==> config.mk <==
export PLATFORM = sky130hd
export DESIGN_NAME = first_fit_block_allocator
export DESIGN_NICKNAME = d
export VERILOG_FILES = /design/src/ffba_pkg.sv /design/src/ffba_ctrl.sv /design/src/ffba_dpath.sv /design/src/first_fit_block_allocator.sv
export VERILOG_INCLUDE_DIRS = /design/src /design/src/src
export SDC_FILE = /design/constraint.sdc
export NUM_CORES = 2
export LEC_CHECK = 0
export ABC_AREA = 1
export BUFFER_PORTS_ARGS = -buffer_cell sky130_fd_sc_hd__buf_4
export CORE_MARGIN = 3
export CORE_UTILIZATION = 50
export CTS_CLUSTER_SIZE = 16
export DETAILED_ROUTE_END_ITERATION = 10
export HOLD_SLACK_MARGIN = 0.06
export PLACE_DENSITY = 0.76
export SLEW_MARGIN = 30
export SYNTH_ARGS = -nofsm -noshare
export SYNTH_HDL_FRONTEND = slang
export SYNTH_SLANG_ARGS = --single-unit
==> constraint.sdc <==
create_clock -name clk_i -period 12.13 [get_ports clk_i]
set_input_delay 2.426 -clock clk_i [delete_from_list [all_inputs] [get_ports clk_i]]
set_output_delay 2.426 -clock clk_i [all_outputs]
set_load 0.01 [all_outputs]
==> src/first_fit_block_allocator_assert.svh <==
// Assertion macros for the first-fit block allocator.
`ifndef FIRST_FIT_BLOCK_ALLOCATOR_ASSERT_SVH
`define FIRST_FIT_BLOCK_ALLOCATOR_ASSERT_SVH

// Condition that must hold at every edge outside reset.
`define FFBA_ASSERT(lbl, cond, msg) \
  lbl: assert property (@(posedge clk_i) disable iff (!rst_ni) (cond)) else $error(msg);

// Consequent that must hold in the cycle after the antecedent.
`define FFBA_ASSERT_NEXT(lbl, ante, cons, msg) \
  lbl: assert property (@(posedge clk_i) disable iff (!rst_ni) (ante) |=> (cons)) \
    else $error(msg);

`endif

==> src/ffba_pkg.sv <==
// Shared types and constants of the first-fit block allocator.
package ffba_pkg;

  localparam int unsigned MaxBlocksDef = 64;
  localparam int unsigned AddrBitsDef  = 16;
  localparam int unsigned CfgIdxW      = 1;

  typedef enum logic [1:0] {
    OP_ALLOC = 2'd0,
    OP_FREE  = 2'd1,
    OP_MERGE = 2'd2,
    OP_NOP   = 2'd3
  } opcode_e;

  typedef enum logic [1:0] {
    ST_OK       = 2'd0,
    ST_NOSPACE  = 2'd1,
    ST_NULL     = 2'd2,
    ST_NOTFOUND = 2'd3
  } status_e;

  typedef enum logic [CfgIdxW-1:0] {
    CFG_HEADER = 1'b0,
    CFG_LIMIT  = 1'b1
  } cfg_idx_e;

  typedef struct packed {
    logic        is_free;
    logic [15:0] start;
    logic [15:0] bytes;
  } ffba_entry_t;

  // controller to datapath
  typedef struct packed {
    logic start;   // capture request beat
    logic step;    // evaluate the entry just read
    logic finish;  // form the result and load the output register
  } ffba_cmd_t;

  // datapath to controller
  typedef struct packed {
    logic scan;      // request needs a table walk
    logic stop;      // walk ends with this entry
    logic out_busy;  // output register full and stalled
  } ffba_stat_t;

endpackage

==> src/ffba_ctrl.sv <==
// Sequencer of the first-fit block allocator.
module ffba_ctrl (
  input  logic               clk_i,
  input  logic               rst_ni,
  input  logic               in_valid_i,
  output logic               in_stall_o,
  input  ffba_pkg::ffba_stat_t stat_i,
  output ffba_pkg::ffba_cmd_t  cmd_o
);
  import ffba_pkg::*;

  typedef enum logic [3:0] {
    S_IDLE = 4'b0001,
    S_READ = 4'b0010,
    S_EVAL = 4'b0100,
    S_FIN  = 4'b1000
  } state_e;

  state_e state_q, state_d;

  assign in_stall_o = (state_q != S_IDLE);

  always_comb begin
    state_d = state_q;
    cmd_o   = '0;
    case (state_q)
      S_IDLE: begin
        if (in_valid_i) begin
          cmd_o.start = 1'b1;
          state_d = stat_i.scan ? S_READ : S_FIN;
        end
      end
      S_READ: state_d = S_EVAL;
      S_EVAL: begin
        cmd_o.step = 1'b1;
        state_d = stat_i.stop ? S_FIN : S_READ;
      end
      S_FIN: begin
        if (!stat_i.out_busy) begin
          cmd_o.finish = 1'b1;
          state_d = S_IDLE;
        end
      end
      default: state_d = S_IDLE;
    endcase
  end

  always_ff @(posedge clk_i or negedge rst_ni) begin
    if (!rst_ni) begin
      state_q <= S_IDLE;
    end else begin
      state_q <= state_d;
    end
  end

endmodule

==> src/ffba_dpath.sv <==
// Block table, heap registers and result register of the allocator.
module ffba_dpath #(
  parameter int unsigned MAX_BLOCKS = ffba_pkg::MaxBlocksDef,
  parameter int unsigned ADDR_BITS  = ffba_pkg::AddrBitsDef
) (
  input  logic                         clk_i,
  input  logic                         rst_ni,
  input  logic                         cfg_valid_i,
  input  logic [ffba_pkg::CfgIdxW-1:0] cfg_index_i,
  input  logic [15:0]                  cfg_data_i,
  input  logic [1:0]                   opcode_i,
  input  logic [15:0]                  req_size_i,
  input  logic [15:0]                  addr_i,
  output logic                         out_valid_o,
  input  logic                         out_stall_i,
  output ffba_pkg::status_e            status_o,
  output logic [15:0]                  addr_out_o,
  output logic [6:0]                   blocks_used_o,
  input  ffba_pkg::ffba_cmd_t          cmd_i,
  output ffba_pkg::ffba_stat_t         stat_o
);
  import ffba_pkg::*;

  localparam int unsigned IW = $clog2(MAX_BLOCKS);
  localparam int unsigned CW = $clog2(MAX_BLOCKS + 1);
  localparam logic [CW-1:0] MaxCnt = CW'(MAX_BLOCKS);
  localparam logic [32:0] AddrMask = (33'd1 << ADDR_BITS) - 33'd1;

  ffba_entry_t mem [MAX_BLOCKS];
  ffba_entry_t rdata_q;

  logic [7:0]    hdr_q;
  logic [15:0]   lim_q;
  logic [CW-1:0] cnt_q;
  logic [15:0]   top_q;
  logic [IW-1:0] idx_q;
  logic [CW-1:0] w_q;
  logic          pv_q, found_q, out_valid_q;
  opcode_e       op_q;
  logic [15:0]   size_q, addr_q, found_addr_q;
  ffba_entry_t   prev_q;

  // write port
  logic          we;
  logic [IW-1:0] waddr;
  ffba_entry_t   wdata;

  logic [CW:0]   idx_nx;
  logic          hit, merge_join;
  logic [16:0]   last_end;
  logic [15:0]   join_bytes;
  logic [CW-1:0] w_m1;
  logic [16:0]   grow_base;
  logic [17:0]   grow_end;
  logic          grow_ok;
  status_e       res_status;
  logic [15:0]   res_addr;
  logic [31:0]   cnt_ext;

  assign idx_nx = (CW + 1)'(idx_q) + 1'b1;
  assign w_m1   = w_q - 1'b1;

  always_comb begin
    hit = 1'b0;
    case (op_q)
      OP_ALLOC: hit = rdata_q.is_free && (rdata_q.bytes >= size_q);
      OP_FREE:  hit = (rdata_q.start == addr_q);
      default:  hit = 1'b0;
    endcase
  end

  assign merge_join = pv_q && prev_q.is_free && rdata_q.is_free;
  assign last_end   = {1'b0, rdata_q.start} + {1'b0, rdata_q.bytes};
  assign join_bytes = (last_end >= {1'b0, prev_q.start}) ?
                      16'(last_end - {1'b0, prev_q.start}) : 16'd0;

  assign grow_base = {1'b0, top_q} + {9'd0, hdr_q};
  assign grow_end  = {1'b0, grow_base} + {2'b00, size_q};
  assign grow_ok   = (cnt_q != MaxCnt) && (grow_end <= {2'b00, lim_q}) &&
                     (33'(grow_end) <= AddrMask);

  always_comb begin
    stat_o.scan = (cnt_q != '0) &&
                  ((opcode_e'(opcode_i) == OP_ALLOC && req_size_i != 16'd0) ||
                   (opcode_e'(opcode_i) == OP_FREE  && addr_i != 16'd0) ||
                   (opcode_e'(opcode_i) == OP_MERGE));
    stat_o.stop = ((op_q == OP_ALLOC || op_q == OP_FREE) && hit) ||
                  (idx_nx >= {1'b0, cnt_q});
    stat_o.out_busy = out_valid_q && out_stall_i;
  end

  // table writes: hit mark, merge compaction, or append
  always_comb begin
    we    = 1'b0;
    waddr = idx_q;
    wdata = rdata_q;
    if (cmd_i.step) begin
      case (op_q)
        OP_ALLOC: begin
          we = hit;
          wdata.is_free = 1'b0;
        end
        OP_FREE: begin
          we = hit;
          wdata.is_free = 1'b1;
        end
        OP_MERGE: begin
          we = 1'b1;
          if (merge_join) begin
            waddr = w_m1[IW-1:0];
            wdata = '{is_free: 1'b1, start: prev_q.start, bytes: join_bytes};
          end else begin
            waddr = w_q[IW-1:0];
          end
        end
        default: we = 1'b0;
      endcase
    end else if (cmd_i.finish && op_q == OP_ALLOC && size_q != 16'd0 &&
                 !found_q && grow_ok) begin
      we    = 1'b1;
      waddr = cnt_q[IW-1:0];
      wdata = '{is_free: 1'b0, start: grow_base[15:0], bytes: size_q};
    end
  end

  always_comb begin
    res_status = ST_OK;
    res_addr   = 16'd0;
    case (op_q)
      OP_ALLOC: begin
        if (size_q == 16'd0) begin
          res_status = ST_NULL;
        end else if (found_q) begin
          res_addr = found_addr_q;
        end else if (grow_ok) begin
          res_addr = grow_base[15:0];
        end else begin
          res_status = ST_NOSPACE;
        end
      end
      OP_FREE: begin
        if (addr_q == 16'd0) res_status = ST_NULL;
        else if (!found_q) res_status = ST_NOTFOUND;
      end
      default: res_status = ST_OK;
    endcase
  end

  always_ff @(posedge clk_i) begin
    if (we) mem[waddr] <= wdata;
    rdata_q <= mem[idx_q];
  end

  always_ff @(posedge clk_i or negedge rst_ni) begin
    if (!rst_ni) begin
      hdr_q       <= 8'd24;
      lim_q       <= 16'hFFFF;
      cnt_q       <= '0;
      top_q       <= 16'd0;
      idx_q       <= '0;
      w_q         <= '0;
      pv_q        <= 1'b0;
      found_q     <= 1'b0;
      out_valid_q <= 1'b0;
      op_q        <= OP_NOP;
    end else begin
      if (cfg_valid_i) begin
        case (cfg_idx_e'(cfg_index_i))
          CFG_HEADER: hdr_q <= cfg_data_i[7:0];
          CFG_LIMIT:  lim_q <= cfg_data_i;
          default: ;
        endcase
      end
      if (cmd_i.finish) out_valid_q <= 1'b1;
      else if (out_valid_q && !out_stall_i) out_valid_q <= 1'b0;
      if (cmd_i.start) begin
        op_q    <= opcode_e'(opcode_i);
        idx_q   <= '0;
        w_q     <= '0;
        pv_q    <= 1'b0;
        found_q <= 1'b0;
      end
      if (cmd_i.step) begin
        idx_q <= idx_nx[IW-1:0];
        if ((op_q == OP_ALLOC || op_q == OP_FREE) && hit) found_q <= 1'b1;
        if (op_q == OP_MERGE && !merge_join) begin
          w_q  <= w_q + 1'b1;
          pv_q <= 1'b1;
        end
      end
      if (cmd_i.finish) begin
        if (op_q == OP_MERGE) cnt_q <= w_q;
        if (op_q == OP_ALLOC && size_q != 16'd0 && !found_q && grow_ok) begin
          cnt_q <= cnt_q + 1'b1;
          top_q <= grow_end[15:0];
        end
      end
    end
  end

  // payload registers
  always_ff @(posedge clk_i) begin
    if (cmd_i.start) begin
      size_q <= req_size_i;
      addr_q <= addr_i;
    end
    if (cmd_i.step) begin
      if (op_q == OP_ALLOC && hit) found_addr_q <= rdata_q.start;
      if (op_q == OP_MERGE) begin
        prev_q <= merge_join ? wdata : rdata_q;
      end
    end
    if (cmd_i.finish) begin
      status_o   <= res_status;
      addr_out_o <= res_addr;
    end
  end

  // result count follows the table count once the beat is formed
  logic [CW-1:0] used_q;
  always_ff @(posedge clk_i) begin
    if (cmd_i.finish) begin
      if (op_q == OP_MERGE) used_q <= w_q;
      else if (op_q == OP_ALLOC && size_q != 16'd0 && !found_q && grow_ok)
        used_q <= cnt_q + 1'b1;
      else used_q <= cnt_q;
    end
  end

  assign cnt_ext       = 32'(used_q);
  assign blocks_used_o = cnt_ext[6:0];
  assign out_valid_o   = out_valid_q;

`include "first_fit_block_allocator_assert.svh"
  `FFBA_ASSERT(a_cnt_bound, cnt_q <= MaxCnt, "entry count above table depth")
  `FFBA_ASSERT(a_step_in_range, !cmd_i.step || (idx_nx <= {1'b0, cnt_q}), "walk past count")
  `FFBA_ASSERT_NEXT(a_cnt_only_at_finish, !cmd_i.finish, $stable(cnt_q), "count moved mid-walk")
  `FFBA_ASSERT_NEXT(a_finish_sets_valid, cmd_i.finish, out_valid_q, "result beat lost")

endmodule

==> src/first_fit_block_allocator.sv <==
// First-fit block allocator: top level joining sequencer and datapath.
//
// Keeps an address-ordered table of up to MAX_BLOCKS heap blocks in a
// single-port-write memory with a registered read. Each request beat walks
// the table entry by entry, reading each entry and then evaluating it. An
// allocate or free stops at the first fit or match or at the table end, a
// merge visits every entry, and requests that need no walk go straight to
// the result. Merge compacts in the same pass, writing behind the read
// pointer. One request is in work at a time; a finished result sits in the
// output register while the next request beat is accepted. Configuration
// (header_bytes index 0, heap_limit index 1) is always ready and must only
// be written while idle.
module first_fit_block_allocator #(
  parameter int unsigned MAX_BLOCKS = ffba_pkg::MaxBlocksDef,
  parameter int unsigned ADDR_BITS  = ffba_pkg::AddrBitsDef
) (
  input  logic                         clk_i,
  input  logic                         rst_ni,
  input  logic                         cfg_valid_i,
  output logic                         cfg_ready_o,
  input  logic [ffba_pkg::CfgIdxW-1:0] cfg_index_i,
  input  logic [15:0]                  cfg_data_i,
  input  logic                         in_valid_i,
  output logic                         in_stall_o,
  input  logic [1:0]                   opcode_i,
  input  logic [15:0]                  req_size_i,
  input  logic [15:0]                  addr_i,
  output logic                         out_valid_o,
  input  logic                         out_stall_i,
  output ffba_pkg::status_e            status_o,
  output logic [15:0]                  addr_out_o,
  output logic [6:0]                   blocks_used_o
);
  import ffba_pkg::*;

  ffba_cmd_t  cmd;
  ffba_stat_t stat;

  assign cfg_ready_o = 1'b1;

  ffba_ctrl u_ctrl (
    .clk_i      (clk_i),
    .rst_ni     (rst_ni),
    .in_valid_i (in_valid_i),
    .in_stall_o (in_stall_o),
    .stat_i     (stat),
    .cmd_o      (cmd)
  );

  ffba_dpath #(
    .MAX_BLOCKS (MAX_BLOCKS),
    .ADDR_BITS  (ADDR_BITS)
  ) u_dpath (
    .clk_i         (clk_i),
    .rst_ni        (rst_ni),
    .cfg_valid_i   (cfg_valid_i),
    .cfg_index_i   (cfg_index_i),
    .cfg_data_i    (cfg_data_i),
    .opcode_i      (opcode_i),
    .req_size_i    (req_size_i),
    .addr_i        (addr_i),
    .out_valid_o   (out_valid_o),
    .out_stall_i   (out_stall_i),
    .status_o      (status_o),
    .addr_out_o    (addr_out_o),
    .blocks_used_o (blocks_used_o),
    .cmd_i         (cmd),
    .stat_o        (stat)
  );

endmodule

==> results.md <==
- CTS Sinks: 2304
- Final hold vios: 0
- Row cnt: 159
- Crit-path most repeated cell: nand2_1
- Status: finished clean
- CP bufs+invs: 4
- Register-to-Register Setup Slack: 4.33 ns
- Final HPWL DP: 160000 um
- Main combinational cell family by area after synthesis: compound AO/OA/AOI/OAI gates
- CP max FO: 64
- Share of async-settable or async-resettable flops after synthesis: 2.99%
- Slew margin rel.: between 20% and 30%
- Sequential area share after synthesis: 72.2%
- Clock tree root buffer cell: clkbuf_16
- Area leader, netlist: edfxtp_1
- Deepest clock path buffer count: 3
- Fill cell count: 14500
- #FFs+latches synth: 2304
- Synthesized instance count: 7718
- Initial antenna violation count: 16
- Worst skew pair latency: 0.87 ns
- Final Max Slew Viols: 0
- Yosys cell types: 61
- I/O Pins: 84
- Vias per std cell: 6.35
- Leak: ~36 nW
- Vias in the first global route: 62300
- I/O Buffers: 82
- Area delta synth->final: 12.3%
- Setup TNS: 0 ns
- Die Height: 442 um
- Adder-Cell Fraction of Synth Area: 1.42%
- Req. time, crit path: 12.69 ns
- Mapped Area: 94900 um^2
- Critical Path AT: ~8.4 ns
- Post-synth EDFFs: 2202
- Share of cells above drive strength 1: 9.73%
- Most frequent cell after synthesis: edfxtp_1
- Nets: 7826
- H-tree levels: 4
- Max cap viols: 0
- Mux contribution to synthesized area: less than 1%
- Post-synth top flop: edfxtp_1
- Chip width: 442 um
- Pwr dens: approximately 240 nW/um^2
- First DRT Iteration DRCs: around 9800
- Post-CTS setup buffer count: 0
- CTS tree: built
- DRT antenna net count: 0
- CTS Buf Count: between 200 and 250
- DRC viols: 0
- CP Capture Type: register
- Post_cts resized: 0
- Synth warnings: 0
- Largest net degree at the start of global routing: 219
- Post-route minimum period: between 7 and 8 ns
- WL/cell: 26.7 um
- Simple-gate area share of the yosys netlist: 9.22%
- Clk_skew: 0.0337 ns
- Slowest stage delay, CP: 0.72 ns
- First-pass GRT wire length: between 400000 and 500000 um
- Global route total overflow: 0
- Final WL: between 200000 and 300000 um
- Total GRT Usage: between 20% and 30%
- CTS clk-pin slew, worst paths: 0.07 ns
- Top-area cell type share of the netlist area: 69.7%
- Final period utilization: 64.3%
- Syn Nets: 7879
- Crit Path Category: reg -> reg
- Unrepaired setup endpoints after global routing: false
- Slew @ Worst Pin: about 1.2 ns
- Synth Area in Compound Gates: 13.7%
- Critical Path Slowest Stage Cell: nor2_4
- Post-synthesis xor/xnor area fraction: less than 1%
- Avg Inst Size Synth: 12.3 um^2
- Core box area: 188000 um^2
- Hold Buf Count CTS: 0
- Starting density of the core: 50.4%
- Final setup fails: 0
- Total number of vias: 65800
- Die footprint: 195000 um^2
- Post-layout util: 56.6%
- Top cells by count, synth: 2202 x edfxtp_1, 1595 x nor2_1, 1450 x o21ai_0
- HP Class: reg -> reg
- Gpl congestion: 0.990
- Drt first pass iters: 6
- Largest delay contributor family on the critical path: simple AND/OR/NAND/NOR gates
- VDD IR max: about 0.20 mV
- Setup crit start kind: register
- Highest Clock Rate: roughly 130 MHz
- Top area cells in the synthesized netlist: edfxtp_1 70%, o21ai_0 7.6%, nor2_1 6.3%
## cells by family after synthesis
family / after synthesis
other: 1
AOI/OAI and AO/OA: 2357
and+or+nand+nor: 2180
DFF: 2304
xor gates and xnor gates: 68
buffers and inverters: 702
muxes: 1
adders and majority gates: 105
## metrics by stage
step / std cells / hold slack [ns] / power, mW / cell area (um^2) / worst slack, ns
floorplan: 7718 / 0.455 / 15.3 / 94900 / 5.59
global placement: 9915 / 0.473 / 18.2 / 98600 / 4.17
detailed placement: 9940 / 0.480 / 18.4 / 99300 / 4.46
CTS: 10300 / 0.497 / 25.1 / 106000 / 4.44
global route: 10300 / 0.512 / 26.3 / 107000 / 3.84
finish: 10400 / 0.494 / 25.4 / 107000 / 4.33
## registers in the layout (all words and copies together) (netlist names), 2 cells and up
signal                 flops
u_dpath.rdata_q           33
u_dpath.lim_q             16
u_dpath.top_q             16
u_dpath.status_o           2
u_dpath.size_q            16
u_dpath.idx_q              6
u_dpath.addr_q            16
u_dpath.addr_out_o        16
u_dpath.blocks_used_o      7
u_dpath.hdr_q              8
u_dpath.mem             2112
u_dpath.prev_q            17
u_ctrl.state_q             4
u_dpath.found_addr_q      16
u_dpath.op_q               2
u_dpath.w_q                7
u_dpath.cnt_q              7
## cell usage in the layout, fill, tap and decap left out, types with 43 or more instances in the layout
master	instances
o21ai_0	1449
inv_1	179
nor2_4	65
a21oi_1	122
clkinv_1	51
clkinv_2	43
buf_4	200
o22ai_1	658
clkbuf_16	214
edfxtp_1	2202
xor2_1	51
ha_1	101
nor2_1	1529
nand3_1	75
nand2_1	378
## worst reg2reg max path: cells and delay by family, from the launching register on
kind,cells,cell delay (ns)
compound gates,3,1.02
flops,1,0.38
fa+ha+maj,3,1.04
xor+xnor,2,0.39
simple gates,20,3.57
buf+inv,4,1.03
## power breakdown
part	leakage, nW	internal, mW	switching (mW)
Sequential	20.9	10.2	0.286
Combinational	11.3	1.99	6.08
Clock	3.48	3.86	2.97
## routing by layer
metal	vias up	GRT usage [%]	wire length (um)
li1	28400	-	-
met3	700	5.71	32100
met5	-	0	94
met4	14	13.8	15100
met1	32300	37.2	103000
met2	4350	42.5	126000
## area by class of cell
type	count	area, um^2	area share [%]
diodes	10	25.0	0.0235
clock buffers	244	5490	5.15
clock inverters	155	1640	1.54
inverters	194	753	0.707
multi-input cells	4712	24500	23.0
flip-flops and latches	2304	68600	64.3
well taps	2495	3120	2.93
repair buffers	240	2500	2.34
## final timing paths
check                                       from                  end  cells after the start
worst max-delay path            u_dpath.top_q[2]  u_dpath.mem[12][20]                     32
worst min-delay path            u_dpath.lim_q[4]     u_dpath.lim_q[4]                      2
worst max register to register  u_dpath.top_q[2]  u_dpath.mem[12][20]                     32
worst min register to register  u_dpath.lim_q[4]     u_dpath.lim_q[4]                      2
max in group asynchronous                 rst_ni     u_dpath.idx_q[3]                      1
min in group asynchronous                 rst_ni     u_dpath.hdr_q[7]                      1
Power figures use the tool's default switching activity.
